### config.mk
export PLATFORM = sky130hd
export DESIGN_NAME = elf_lsc_cfg
export DESIGN_NICKNAME = d
export VERILOG_FILES = /design/src/hdl/elf_lsc_pkg.sv /design/src/hdl/elf_lsc_cfg.sv
export SDC_FILE = /design/constraint.sdc
export NUM_CORES = 1
export LEC_CHECK = 0
export ABC_AREA = 1
export BUFFER_PORTS_ARGS = -buffer_cell sky130_fd_sc_hd__buf_2
export CAP_MARGIN = 10
export CELL_PAD_IN_SITES_DETAIL_PLACEMENT = 1
export CELL_PAD_IN_SITES_GLOBAL_PLACEMENT = 2
export CORE_MARGIN = 1
export CORE_UTILIZATION = 27
export DETAILED_ROUTE_END_ITERATION = 12
export MAX_ROUTING_LAYER = met4
export PLACE_DENSITY = 0.89
export SKIP_LAST_GASP = 1
export SLEW_MARGIN = 40
export SYNTH_ARGS = -nofsm -noshare
export SYNTH_HDL_FRONTEND = slang
export SYNTH_SLANG_ARGS = --single-unit
### constraint.sdc
create_clock -name aclk -period 3 [get_ports aclk]
set_clock_uncertainty 0.1 [all_clocks]
set_input_delay 0.6 -clock aclk [delete_from_list [all_inputs] [get_ports aclk]]
set_output_delay 0.6 -clock aclk [all_outputs]
set_load 0.02 [all_outputs]
### src/hdl/elf_lsc_pkg.sv
// Shared types and constants for the ELF load segment checker.
package elf_lsc_pkg;

    localparam int unsigned PHDR_BYTES = 56;
    localparam logic [31:0] TYPE_LOAD  = 32'd1;
    localparam int unsigned SEED_W     = 26;

    typedef enum logic [2:0] {
        ST_OK    = 3'd0,
        ST_SIZE  = 3'd1,
        ST_WRAP  = 3'd2,
        ST_IMAGE = 3'd3,
        ST_RESV  = 3'd4
    } status_t;

    typedef enum logic [2:0] {
        REG_TABLE_OFFSET  = 3'd0,
        REG_HEADER_COUNT  = 3'd1,
        REG_RESERVED_BASE = 3'd2,
        REG_RESERVED_SIZE = 3'd3,
        REG_IMAGE_LIMIT   = 3'd4
    } reg_index_t;

    typedef struct packed {
        logic [31:0] seg_type;
        logic [63:0] file_offset;
        logic [63:0] file_size;
        logic [63:0] mem_size;
        logic [63:0] phys_addr;
        logic [63:0] virt_addr;
    } phdr_t;

    // Settings seen by the checker, with derived values registered
    typedef struct packed {
        logic [SEED_W-1:0] extent_seed;
        logic [63:0]       reserved_base;
        logic [63:0]       reserved_size;
        logic [63:0]       reserved_end;
        logic              reserved_wrap;
        logic [63:0]       image_limit;
    } cfg_t;

endpackage

### src/hdl/elf_lsc_cfg.sv
// Configuration registers and values derived from them.
module elf_lsc_cfg #(
    parameter int MAX_HEADERS = 32
) (
    input  logic                aclk,
    input  logic                aresetn,
    input  logic                cfg_valid,
    output logic                cfg_ready,
    input  logic [2:0]          cfg_index,
    input  logic [63:0]         cfg_data,
    output elf_lsc_pkg::cfg_t   cfg
);

    logic [24:0] table_offset_reg;
    logic [5:0]  header_count_reg;
    logic [63:0] reserved_base_reg;
    logic [63:0] reserved_size_reg;
    logic [63:0] image_limit_reg;
    logic [elf_lsc_pkg::SEED_W-1:0] seed_reg;
    logic [63:0] resv_end_reg;
    logic        resv_wrap_reg;

    logic [5:0]  count_sat;
    logic [elf_lsc_pkg::SEED_W-1:0] seed_next;
    logic [64:0] resv_sum;

    assign cfg_ready = 1'b1;

    always_ff @(posedge aclk) begin
        if (!aresetn) begin
            table_offset_reg  <= 25'd64;
            header_count_reg  <= 6'd1;
            reserved_base_reg <= 64'd0;
            reserved_size_reg <= 64'd0;
            image_limit_reg   <= 64'd16777216;
        end else if (cfg_valid) begin
            case (elf_lsc_pkg::reg_index_t'(cfg_index))
                elf_lsc_pkg::REG_TABLE_OFFSET:  table_offset_reg  <= cfg_data[24:0];
                elf_lsc_pkg::REG_HEADER_COUNT:  header_count_reg  <= cfg_data[5:0];
                elf_lsc_pkg::REG_RESERVED_BASE: reserved_base_reg <= cfg_data;
                elf_lsc_pkg::REG_RESERVED_SIZE: reserved_size_reg <= cfg_data;
                elf_lsc_pkg::REG_IMAGE_LIMIT:   image_limit_reg   <= cfg_data;
                default: ;
            endcase
        end
    end

    // Saturate the header count; a limit above 63 never bites
    always_comb begin
        if (int'(header_count_reg) > MAX_HEADERS) begin
            count_sat = MAX_HEADERS[5:0];
        end else begin
            count_sat = header_count_reg;
        end
        seed_next = elf_lsc_pkg::SEED_W'(table_offset_reg)
                  + elf_lsc_pkg::SEED_W'(count_sat) * elf_lsc_pkg::SEED_W'(elf_lsc_pkg::PHDR_BYTES);
        resv_sum  = {1'b0, reserved_base_reg} + {1'b0, reserved_size_reg};
    end

    // Derived values are registered and settle in the cycle after the registers
    always_ff @(posedge aclk) begin
        seed_reg      <= seed_next;
        resv_end_reg  <= resv_sum[63:0];
        resv_wrap_reg <= resv_sum[64];
    end

    assign cfg.extent_seed   = seed_reg;
    assign cfg.reserved_base = reserved_base_reg;
    assign cfg.reserved_size = reserved_size_reg;
    assign cfg.reserved_end  = resv_end_reg;
    assign cfg.reserved_wrap = resv_wrap_reg;
    assign cfg.image_limit   = image_limit_reg;

endmodule

==> results of run 1 <==
[per-stage QoR]
| stage | cell area (sq um) | util | TNS (ns) | setup slack, ns |
|---|---|---|---|---|
| 2_1_floorplan | 16700 | - | -0.0788 | -0.0300 |
| 3_3_place_gp | 19500 | 0.322 | -3.26 | -0.297 |
| 3_5_place_dp | 19500 | 0.322 | -4.79 | -0.386 |
| 4_1_cts | 21000 | 0.347 | -4.04 | -0.289 |
| 5_1_grt | 21300 | 0.351 | -6.50 | -0.432 |
| 6_report | 21300 | 0.351 | -4.05 | -0.288 |
[where the power goes]
| group | switching, W | total [W] | leakage [nW] | internal [W] |
|---|---|---|---|---|
| registers | 0.000128 | 0.00450 | 2.56 | 0.00437 |
| clock network | 0.00194 | 0.00487 | 0.647 | 0.00294 |
| logic | 0.000924 | 0.00139 | 8.22 | 0.000465 |
| total | 0.00299 | 0.0108 | 11.4 | 0.00778 |
[layout make-up]
cell class                      instances  area [sq um]  area share
Antenna cell                            2          5.00    0.000235
Clock buffer                           52          1100      0.0519
Clock inverter                         15           214      0.0101
Inverter                              427          1610      0.0757
Multi-Input combinational cell       1721          8840       0.415
Sequential cell                       314          6290       0.296
Tap cell                              782           978      0.0460
Timing Repair Buffer                  404          2230       0.105
[worst max-delay path by stage]
stage	startpoint	cells after the start	end
4_1_cts	header_count_reg[5]	15	seed_reg[24]
2_1_floorplan	header_count_reg[5]	12	seed_reg[24]
3_5_place_dp	header_count_reg[5]	20	seed_reg[24]
6_report	header_count_reg[5]	18	seed_reg[21]
3_3_place_gp	header_count_reg[5]	18	seed_reg[24]
5_1_grt	header_count_reg[5]	21	seed_reg[21]
[kinds of logic (layout without fill, tap and decap cells)]
kind of cell	Yosys count	count (layout)
AND/OR/NAND/NOR	1208	1208
XOR/XNOR	53	53
adder cells (fa/ha/maj)	87	87
flip-flops	314	314
buffers and inverters	499	898
AO/OA/AOI/OAI	372	372
other	1	3
[repair_timing]
| item | in CTS | in global routing |
|---|---|---|
| resized for setup | 41 | 38 |
| setup buffers | 3 | 6 |
| pin swaps | 23 | 27 |
| hold endpoints to repair | 0 | 0 |
| endpoints found under the setup margin | 19 | 19 |
| cloned | 0 | 0 |
[layout by cell type, fill, tap and decap left out, types with 15 or more instances in the layout]
| cell | instances |
|---|---|
| o21ai_0 | 220 |
| inv_1 | 405 |
| buf_2 | 351 |
| buf_4 | 44 |
| nor2_2 | 31 |
| nor2_1 | 386 |
| nand4_1 | 15 |
| nor3_1 | 15 |
| nand3_1 | 60 |
| ha_1 | 73 |
| a21oi_1 | 121 |
| xor2_1 | 46 |
| nand2_1 | 622 |
| nand2_2 | 38 |
| clkbuf_16 | 38 |
| dfxtp_1 | 311 |
[worst max-delay path: stages, from the launching register on]
cell and delay [ns]:
dfxtp_4 0.40, inv_4 0.06, nand2_4 0.07, inv_4 0.05
nor2_4 0.08, a21oi_2 0.04, ha_1 0.33, ha_4 0.29
nand3_1 0.09, nand2_2 0.09, a21oi_2 0.07, o21ai_2 0.17
xor2_2 0.27, ha_1 0.30, a21oi_2 0.21, buf_4 0.16
o2111ai_2 0.17, nand2_2 0.12, xor2_1 0.15
[routing by layer]
| layer | part of all wire | wire (microns) | vias up |
|---|---|---|---|
| li1 | - | - | 8548 |
| met1 | 0.48 | 32100 | 7881 |
| met2 | 0.45 | 30200 | 335 |
| met3 | 0.040 | 2720 | 108 |
| met4 | 0.034 | 2300 | 0 |
| met5 | 0 | 0 | - |
==> flow_summary_export.csv, run 1 <==
group,metric,value,unit
logic_synthesis,ys_top_cells_by_count,"636 x nand2_1, 411 x inv_1, 395 x nor2_1, 314 x dfxtp_1, 224 x o21ai_0",
critical_path,reg2reg_slack,-0.29,ns
logic_synthesis,synth_top_area_cell,"dfxtp_1",
timing,holdWs,0.204,ns
floorplan,rows,90,
clocking,cts_root_buf,"clkbuf_16",
floorplan,start_util,0.275,
critical_path,cp.arrival,3.67,ns
timing,slew_viol_final,0,
timing,hold_viol_final,0,
critical_path,cp-start-kind,"register",
clocking,cts_hold_buf,0,
detailed_routing,post_drt_wl_per_cell,18.1,microns
logic_synthesis,syn_inst,2534,
logic_synthesis,ys_async_sr_fraction,0,
cells_and_area,drive_above_1_share,0.214,
cells_and_area,stdcell_count,3717,
timing,period_minus_slack,3.29,ns
logic_synthesis,synth_edf_count,0,
floorplan,core-area,0.0607,sq mm
logic_synthesis,yosysUniqueCellTypes,39,
placed_design,gp_congestion,0.909,
clocking,cts_inserted_buffers,38,
logic_synthesis,synthMuxAreaShare,0,
worst_hold_path,min_path_cells,3,
grt,use_met1,0.280,
grt,grt_util_met2,0.341,
power,powerDensity,506,mW/mm^2
placed_design,dp_hpwl,53900,microns
logic_synthesis,synth-compound-area-share,0.113,
timing,rsz0062_at_grt,"yes",
critical_path,crit_required,3.39,ns
critical_path,rr_worst_depth,18,
critical_path,critPathMaxFanout,5,
clocking,clock_sinks,314,
critical_path,critPathKind,"reg2reg",
logic_synthesis,ys.warnings.count,0,
power,vdd_ir_drop_max,0.755,mV
detailed_routing,drcViolationCount,0,
timing,setup_violations,18,
floorplan,die-area,0.0627,sq mm
logic_synthesis,synth_seq_area_share,0.377,
logic_synthesis,synth_top_family_by_area,"simple AND/OR/NAND/NOR gates",
critical_path,r2r-end,"seed_reg[21]",
grt,use_met3,0.0319,
grt,grt_pass1_vias,17067,
grt,grt_max_degree,129,
clocking,path_clk_slew,0.06,ns
critical_path,crit-reg2reg-launch,"header_count_reg[5]",
logic_synthesis,synthXorXnorAreaFrac,0.0278,
detailed_routing,drt-initial-drc-count,922,
logic_synthesis,ys_ff_latch,314,
worst_hold_path,hp-start,"cfg_data[61]",
detailed_routing,dr_total_vias,16872,
status,failed_checks,"negative setup slack",
placed_design,dpl.cell_count,3639,
cells_and_area,nNetsFinal,3063,
cells_and_area,syn2layout_area_growth,27.6,%
logic_synthesis,synth_most_common_cell,"nand2_1",
worst_hold_path,hold_class,"in2reg",
logic_synthesis,synthesis.nets,2691,
power,leakagePower,11.4,nW
clocking,clk_latency,0.56,ns
critical_path,crit_path_end_kind,"register",
status,status,"finished with violations",
power,total_power,0.0108,W
worst_hold_path,holdPathEnd,"reserved_base_reg[61]",
grt,grt_overflow_total,0,
logic_synthesis,synthesis.area,0.0167,sq mm
timing,slew_headroom,0.532,
logic_synthesis,avgSynthCellArea,6.58,sq um
clocking,cts_buffer_depth,3,
logic_synthesis,yosysTopAreaCellShare,0.377,
logic_synthesis,synth_simple_gate_area_share,0.298,
grt,antenna_found_initial,2,
cells_and_area,fill_cells,7788,
logic_synthesis,yosys_most_used_dff,"dfxtp_1",
timing,worstMarginPinSlew,0.702,ns
clocking,cts_tree,"built",
floorplan,die_h,250,microns
floorplan,ios,354,
detailed_routing,drtPass1Iterations,5,
grt,grt_first_pass_wirelength,101000,microns
placed_design,port_buffers,352,
logic_synthesis,synth_area_leaders,"dfxtp_1 38%, nand2_1 14%, inv_1 9.3%",
grt,grt.total_usage,0.216,
detailed_routing,antenna_left,0,
timing,finalCritPeriodShare,1.10,
logic_synthesis,synth_fa_ha_area_frac,0.0675,
grt,grt_busiest_layer,"met2",
floorplan,die_x,250,microns
timing,fmax,0.304,GHz
detailed_routing,routed_via_density,4.54,
run,max_cap_violations,0,
clocking,h-tree-depth,2,
timing,setup_ws,-0.288,ns
detailed_routing,drt_wl_total,67200,microns
Power figures use the tool's default switching activity.
==> run 2: changes to the inputs <==
--- a/config.mk
+++ b/config.mk
@@ -5,16 +5,15 @@
 export SDC_FILE = /design/constraint.sdc
 export NUM_CORES = 1
 export LEC_CHECK = 0
-export ABC_AREA = 1
 export BUFFER_PORTS_ARGS = -buffer_cell sky130_fd_sc_hd__buf_2
 export CAP_MARGIN = 10
 export CELL_PAD_IN_SITES_DETAIL_PLACEMENT = 1
 export CELL_PAD_IN_SITES_GLOBAL_PLACEMENT = 2
 export CORE_MARGIN = 1
-export CORE_UTILIZATION = 27
+export CORE_UTILIZATION = 29
 export DETAILED_ROUTE_END_ITERATION = 12
 export MAX_ROUTING_LAYER = met4
-export PLACE_DENSITY = 0.89
+export PLACE_DENSITY = 0.88
 export SKIP_LAST_GASP = 1
 export SLEW_MARGIN = 40
 export SYNTH_ARGS = -nofsm -noshare
==> run 2 against run 1 <==
The run still ends with negative setup slack left. Critical endpoint is now seed_reg[22]. Total power fell by 4.4%. Area after synthesis fell by 8.4%. Sequential cell count did not move. Critical path depth fell by 4. Largest power group unchanged. Synthesized cell count fell by 28%. Clock-buffer cell count rose by 2.
==> flow_summary_export.csv, run 2 <==
group,metric,value,unit
status,status,"finished with violations",
status,failed_checks,"negative setup slack",
timing,finalCritPeriodShare,1.22,
floorplan,die_h,232,microns
power,powerDensity,510,mW/mm^2
cells_and_area,fill_cells,6190,
detailed_routing,drtPass1Iterations,4,
logic_synthesis,synth_area_leaders,"dfxtp_1 41%, nand2_1 13%, a21boi_0 11%",
floorplan,start_util,0.295,
cells_and_area,final-seq-area,0.00629,sq mm
placed_design,port_buffers,352,
timing,worstMarginPinSlew,0.667,ns
floorplan,ios,354,
cells_and_area,drive_above_1_share,0.280,
logic_synthesis,ys_top_cells_by_count,"517 x nand2_1, 314 x dfxtp_1, 217 x a21boi_0, 82 x ha_1, 80 x a21oi_1",
cells_and_area,postLayoutCellArea,0.0202,sq mm
critical_path,cpMaxStageDelayCell,"o41a_1",
clocking,cts_root_buf,"clkbuf_16",
cells_and_area,final_cell_mix,"517 x nand2_1, 351 x buf_2, 309 x dfxtp_1",
clocking,path_clk_slew,0.06,ns
grt,grt_overflow_total,0,
timing,hold_viol_final,0,
grt,grt.total_usage,0.208,
logic_synthesis,ys_async_sr_fraction,0,
timing,setup_ws,-0.659,ns
cells_and_area,multi_input_area,0.00881,sq mm
logic_synthesis,syn_inst,1818,
critical_path,crit-reg2reg-launch,"header_count_reg[5]",
logic_synthesis,avgSynthCellArea,8.40,sq um
timing,tns,-7.30,ns
floorplan,core-area,0.0517,sq mm
timing,slew_headroom,0.554,
critical_path,crit_path_cell_trace,"nor2b_4 > fa_1 > ha_2 > fa_2 > a21o_1 > a21oi_2 > xnor2_1 > ha_2 > buf_6 > nor3_2 > o41a_1 > or2_4 > nor3_4 > xor2_1",
critical_path,cp-start-kind,"register",
power,leakagePower,8.99,nW
placed_design,dp_hpwl,41900,microns
cells_and_area,nNetsFinal,2374,
timing,fmax,0.273,GHz
detailed_routing,routed_via_density,4.93,
critical_path,crit_required,3.37,ns
timing,slew_viol_final,0,
timing,period_minus_slack,3.66,ns
power,total_power,0.0103,W
detailed_routing,drt-initial-drc-count,542,
critical_path,crit_path_end_kind,"register",
logic_synthesis,ys_ff_latch,314,
logic_synthesis,synth_seq_area_share,0.411,
critical_path,crit_path_frequent_cell,"ha_2",
logic_synthesis,synthesis.area,0.0153,sq mm
clocking,clk_latency,0.56,ns
floorplan,die_x,232,microns
critical_path,critPathMaxFanout,5,
detailed_routing,antenna_left,0,
worst_hold_path,hold_class,"in2reg",
critical_path,critPathKind,"reg2reg",
grt,grt_max_degree,84,
logic_synthesis,yosysUniqueCellTypes,86,
critical_path,cp.arrival,4.03,ns
logic_synthesis,synth_edf_count,0,
placed_design,placed_area,0.0183,sq mm
detailed_routing,post_drt_wl_per_cell,19.0,microns
logic_synthesis,ys.warnings.count,0,
logic_synthesis,synth_most_common_cell,"nand2_1",
run,max_cap_violations,0,
logic_synthesis,yosysTopAreaCellShare,0.411,
worst_hold_path,hp-start,"cfg_data[39]",
timing,setup_violations,16,
grt,antenna_found_initial,0,
clocking,cts_buffer_depth,3,
logic_synthesis,yosys_most_used_dff,"dfxtp_1",
clocking,cts_tree,"built",
clocking,cts_inserted_buffers,39,
floorplan,die-area,0.0536,sq mm
power,vdd_ir_drop_max,0.336,mV
cells_and_area,syn2layout_area_growth,32.0,%
detailed_routing,drcViolationCount,0,
grt,grt_pass1_vias,15172,
placed_design,gp_congestion,0.880,
logic_synthesis,synth_top_area_cell,"dfxtp_1",
detailed_routing,drt_wl_total,55400,microns
timing,holdWs,0.214,ns
detailed_routing,dr_total_vias,14413,
clocking,clock_sinks,314,
grt,grt_first_pass_wirelength,85400,microns
clocking,h-tree-depth,2,
logic_synthesis,synthesis.nets,1975,
cells_and_area,post-route-util,0.390,
cells_and_area,num_antenna_cells,0,
critical_path,critical-path-max-stage-delay,0.46,ns
timing,rsz0062_at_grt,"yes",
cells_and_area,layout_commonest_cell,"nand2_1",
floorplan,rows,83,
critical_path,startpoint,"header_count_reg[5]",
## run 2: changes by cell type in the layout (fill, tap and decap cells not counted), moves of 41 or more
cell,delta
inv_1,-372
nor2_1,-321
nand3_1,-41
a21boi_0,+217
nand2_1,-105
a21oi_1,-48
o21ai_0,-189
buf_4,+52
## run 2: power by group
part           total, W  internal, W  switching (W)
Combinational  0.000884     0.000325       0.000559
Clock           0.00505      0.00310        0.00194
Sequential      0.00436      0.00429      0.0000686
## run 2: worst paths after layout
kind / endpoint / cells past startpoint / slack, ns
worst max-delay path: seed_reg[22] / 14 / -0.66
worst min-delay path: reserved_size_reg[39] / 3 / 0.21
worst max register to register: seed_reg[22] / 14 / -0.66
worst min register to register: seed_reg[2] / 0 / 0.26
## run 2: cell families after synthesis
| logic type | count (synthesis) | synth area share |
|---|---|---|
| xor gates and xnor gates | 77 | 0.0441 |
| AOI/OAI and AO/OA | 468 | 0.227 |
| adders and majority gates | 87 | 0.0737 |
| DFF | 314 | 0.411 |
| buffers and inverters | 138 | 0.0371 |
| and+or+nand+nor | 723 | 0.200 |
| other | 1 | 0.000245 |
| muxes | 10 | 0.00663 |
## run 2: final cells by class
| class | count | share of cell area |
|---|---|---|
| multi-input combinational | 1366 | 0.437 |
| sequential | 314 | 0.312 |
| timing repair buffer | 462 | 0.134 |
| clock buffer | 54 | 0.0588 |
| tap | 680 | 0.0422 |
| clock inverter | 15 | 0.00950 |
| inverter | 34 | 0.00633 |
## run 2: worst max-delay path: cells and delay by family (launching register included)
kind / cells / cell delay, ns
AO/OA/AOI/OAI: 3 / 0.84
XOR/XNOR: 2 / 0.32
adder cells (fa/ha/maj): 4 / 1.22
buffers and inverters: 1 / 0.11
flip-flops: 1 / 0.38
AND/OR/NAND/NOR: 4 / 0.61
## run 2: metal layers
metal / vias up / global-route usage / share of wire
li1: 6997 / - / -
met1: 7055 / 0.254 / 0.45
met2: 274 / 0.344 / 0.48
met3: 87 / 0.0375 / 0.043
met4: 0 / 0.0658 / 0.027
met5: - / - / 0
## run 2: stage by stage
stage / setup WS, ns / instances
floorplan: -0.522 / 1818
detailed placement: -0.764 / 2844
global route: -0.802 / 2925
finish: -0.659 / 2925
CTS: -0.671 / 2922
global placement: -0.621 / 2843
## run 2: timing repair
action / 4_1_cts / 5_1_grt
hold endpoints to repair: 0 / 0
endpoints found under the setup margin: 36 / 32
hold buffers: 0 / 0
pin swaps: 33 / 18
setup buffers: 9 / 5
gates cloned: 0 / 0
resized for setup: 45 / 27
==> run 3: changes to the inputs <==
--- a/config.mk
+++ b/config.mk
@@ -11,9 +11,11 @@
 export CELL_PAD_IN_SITES_GLOBAL_PLACEMENT = 2
 export CORE_MARGIN = 1
 export CORE_UTILIZATION = 29
+export CTS_BUF_LIST = sky130_fd_sc_hd__clkbuf_4 sky130_fd_sc_hd__clkbuf_8
 export DETAILED_ROUTE_END_ITERATION = 12
 export MAX_ROUTING_LAYER = met4
 export PLACE_DENSITY = 0.88
+export SETUP_SLACK_MARGIN = 0.05
 export SKIP_LAST_GASP = 1
 export SLEW_MARGIN = 40
 export SYNTH_ARGS = -nofsm -noshare
==> run 3 against run 2 <==
The flow still finishes with violations (negative setup slack). Total power grew 0.93%. Non-clock buffer count grew 13. Sequential share of layout area shrank 0.35 points. Global-route usage grew 0.65 points. Critical path depth is the same. Die area is the same. Combinational power grew 2%. Cell count grew 1.9%. Register-to-register slack lost 0.07 ns. Via count grew 1.4%. Clock power grew 1%. Routed wire length grew 2.0%. Critical endpoint is now seed_reg[18].
==> flow_summary_export.csv, run 3 (same netlist as run 2, synthesis figures left out) <==
group,metric,value,unit
timing,hold_viol_final,0,
worst_hold_path,holdPathEnd,"reserved_size_reg[40]",
detailed_routing,drtPass1Iterations,5,
critical_path,critPathKind,"reg2reg",
run,max_cap_violations,0,
detailed_routing,dr_total_vias,14614,
grt,grt_overflow_total,0,
timing,finalCritPeriodShare,1.24,
floorplan,die-area,0.0536,sq mm
grt,grt.total_usage,0.214,
detailed_routing,drcViolationCount,0,
critical_path,critPathMaxFanout,5,
detailed_routing,post_drt_wl_per_cell,19.0,microns
grt,grt_pass1_vias,15525,
worst_hold_path,hold_class,"in2reg",
grt,grt_max_degree,81,
cells_and_area,multi_input_area,0.00884,sq mm
timing,setup_violations,16,
timing,rsz0062_at_grt,"yes",
cells_and_area,stdcell_count,2980,
cells_and_area,nNetsFinal,2407,
clocking,cts_tree,"built",
detailed_routing,antenna_left,0,
timing,period_minus_slack,3.73,ns
critical_path,crit_path_end_kind,"register",
floorplan,ios,354,
detailed_routing,routed_via_density,4.90,
status,failed_checks,"negative setup slack",
cells_and_area,syn2layout_area_growth,33.4,%
detailed_routing,drt_wl_total,56600,microns
cells_and_area,post-route-util,0.394,
floorplan,core-area,0.0517,sq mm
cells_and_area,final_cell_mix,"515 x nand2_1, 351 x buf_2, 310 x dfxtp_1",
floorplan,rows,83,
clocking,cts_root_buf,"clkbuf_8",
critical_path,r2r-end,"seed_reg[18]",
floorplan,start_util,0.295,
critical_path,rr_worst_depth,14,
worst_hold_path,min_path_cells,3,
cells_and_area,fill_cells,6214,
critical_path,reg2reg_slack,-0.73,ns
placed_design,gp_congestion,0.883,
power,vdd_ir_drop_max,0.309,mV
clocking,cts_buffer_depth,3,
worst_hold_path,hp-start,"cfg_data[40]",
clocking,clk_latency,0.68,ns
timing,slew_viol_final,0,
clocking,h-tree-depth,2,
clocking,clock_sinks,314,
critical_path,crit-reg2reg-launch,"header_count_reg[5]",
grt,antenna_found_initial,1,
timing,fmax,0.268,GHz
timing,holdWs,0.0906,ns
power,powerDensity,509,mW/mm^2
placed_design,dp_hpwl,41600,microns
timing,slew_headroom,0.551,
cells_and_area,layout_commonest_cell,"nand2_1",
status,status,"finished with violations",
placed_design,dpl.cell_count,2847,
detailed_routing,drt-initial-drc-count,569,
timing,setup_ws,-0.730,ns
power,leakagePower,9.15,nW
clocking,path_clk_slew,0.06,ns
critical_path,crit_required,3.48,ns
critical_path,cp-start-kind,"register",
grt,grt_first_pass_wirelength,87700,microns
cells_and_area,final-seq-area,0.00629,sq mm
clocking,cts_inserted_buffers,59,
timing,worstMarginPinSlew,0.671,ns
placed_design,port_buffers,352,
floorplan,die_h,232,microns
critical_path,cp.arrival,4.21,ns
floorplan,die_x,232,microns
cells_and_area,drive_above_1_share,0.301,
-- run 3: changes by cell type in the layout (fill, tap and decap cells not counted), moves of 3 or more --
cell,change
clkbuf_4,+11
clkbuf_8,+64
bufinv_16,+4
clkinv_2,+6
clkbuf_16,-41
clkinv_4,-3
buf_4,+10
-- run 3: per-stage QoR --
stage                     cell area (sq um)  total power (W)  worst slack (ns)  TNS [ns]
after global placement                18400          0.00530            -0.630     -7.91
after detailed placement              18400          0.00533            -0.735    -10.40
after CTS                             20200           0.0105            -0.634     -7.44
after global routing                  20400           0.0108            -0.859    -10.09
final                                 20400           0.0104            -0.730     -7.92
after floorplan                       15300          0.00492            -0.522     -5.34
-- run 3: how the worst max path moves through the flow --
| stage | start | to | slack [ns] | depth (start not counted) |
|---|---|---|---|---|
| after floorplan | header_count_reg[5] | seed_reg[20] | -0.52 | 15 |
| after global placement | header_count_reg[5] | seed_reg[20] | -0.63 | 13 |
| after detailed placement | header_count_reg[5] | seed_reg[24] | -0.73 | 13 |
| after CTS | header_count_reg[5] | seed_reg[18] | -0.63 | 14 |
| after global routing | header_count_reg[5] | seed_reg[18] | -0.86 | 15 |
| final | header_count_reg[5] | seed_reg[18] | -0.73 | 14 |
-- run 3: power by group --
group / total (W) / leakage, nW / switching, W / internal [W]
registers: 0.00436 / 2.55 / 0.0000691 / 0.00429
logic: 0.000903 / 5.85 / 0.000569 / 0.000334
clock network: 0.00512 / 0.755 / 0.00204 / 0.00308
total: 0.0104 / 9.15 / 0.00268 / 0.00771
-- run 3: layer usage --
layer,global-route usage,share of wire
met4,0.0960,0.038
met2,0.344,0.47
met1,0.257,0.44
met5,-,0
met3,0.0449,0.054
-- run 3: cell type report --
class | instances | area share
multi-input combinational | 1366 | 0.434
sequential | 314 | 0.309
timing repair buffer | 475 | 0.139
clock buffer | 86 | 0.0547
tap | 680 | 0.0417
clock inverter | 24 | 0.0163
inverter | 34 | 0.00626
antenna | 1 | 0.000123
-- run 3: what timing repair did --
action,CTS,global route
pin swaps,28,24
resized for setup,46,34
setup endpoints to repair,39,45
buffers inserted,14,10
hold buffers,0,0
-- run 3: worst max-delay path: stages (launching register included) --
cell     delay [ns]
dfxtp_4        0.38
nor2b_4        0.14
fa_1           0.43
ha_2           0.20
fa_2           0.34
a21o_1         0.18
a21oi_2        0.18
nor2b_1        0.07
o21a_1         0.20
ha_4           0.28
nand2_2        0.05
o41a_1         0.47
or2_4          0.32
nor2_4         0.12
xor2_1         0.19
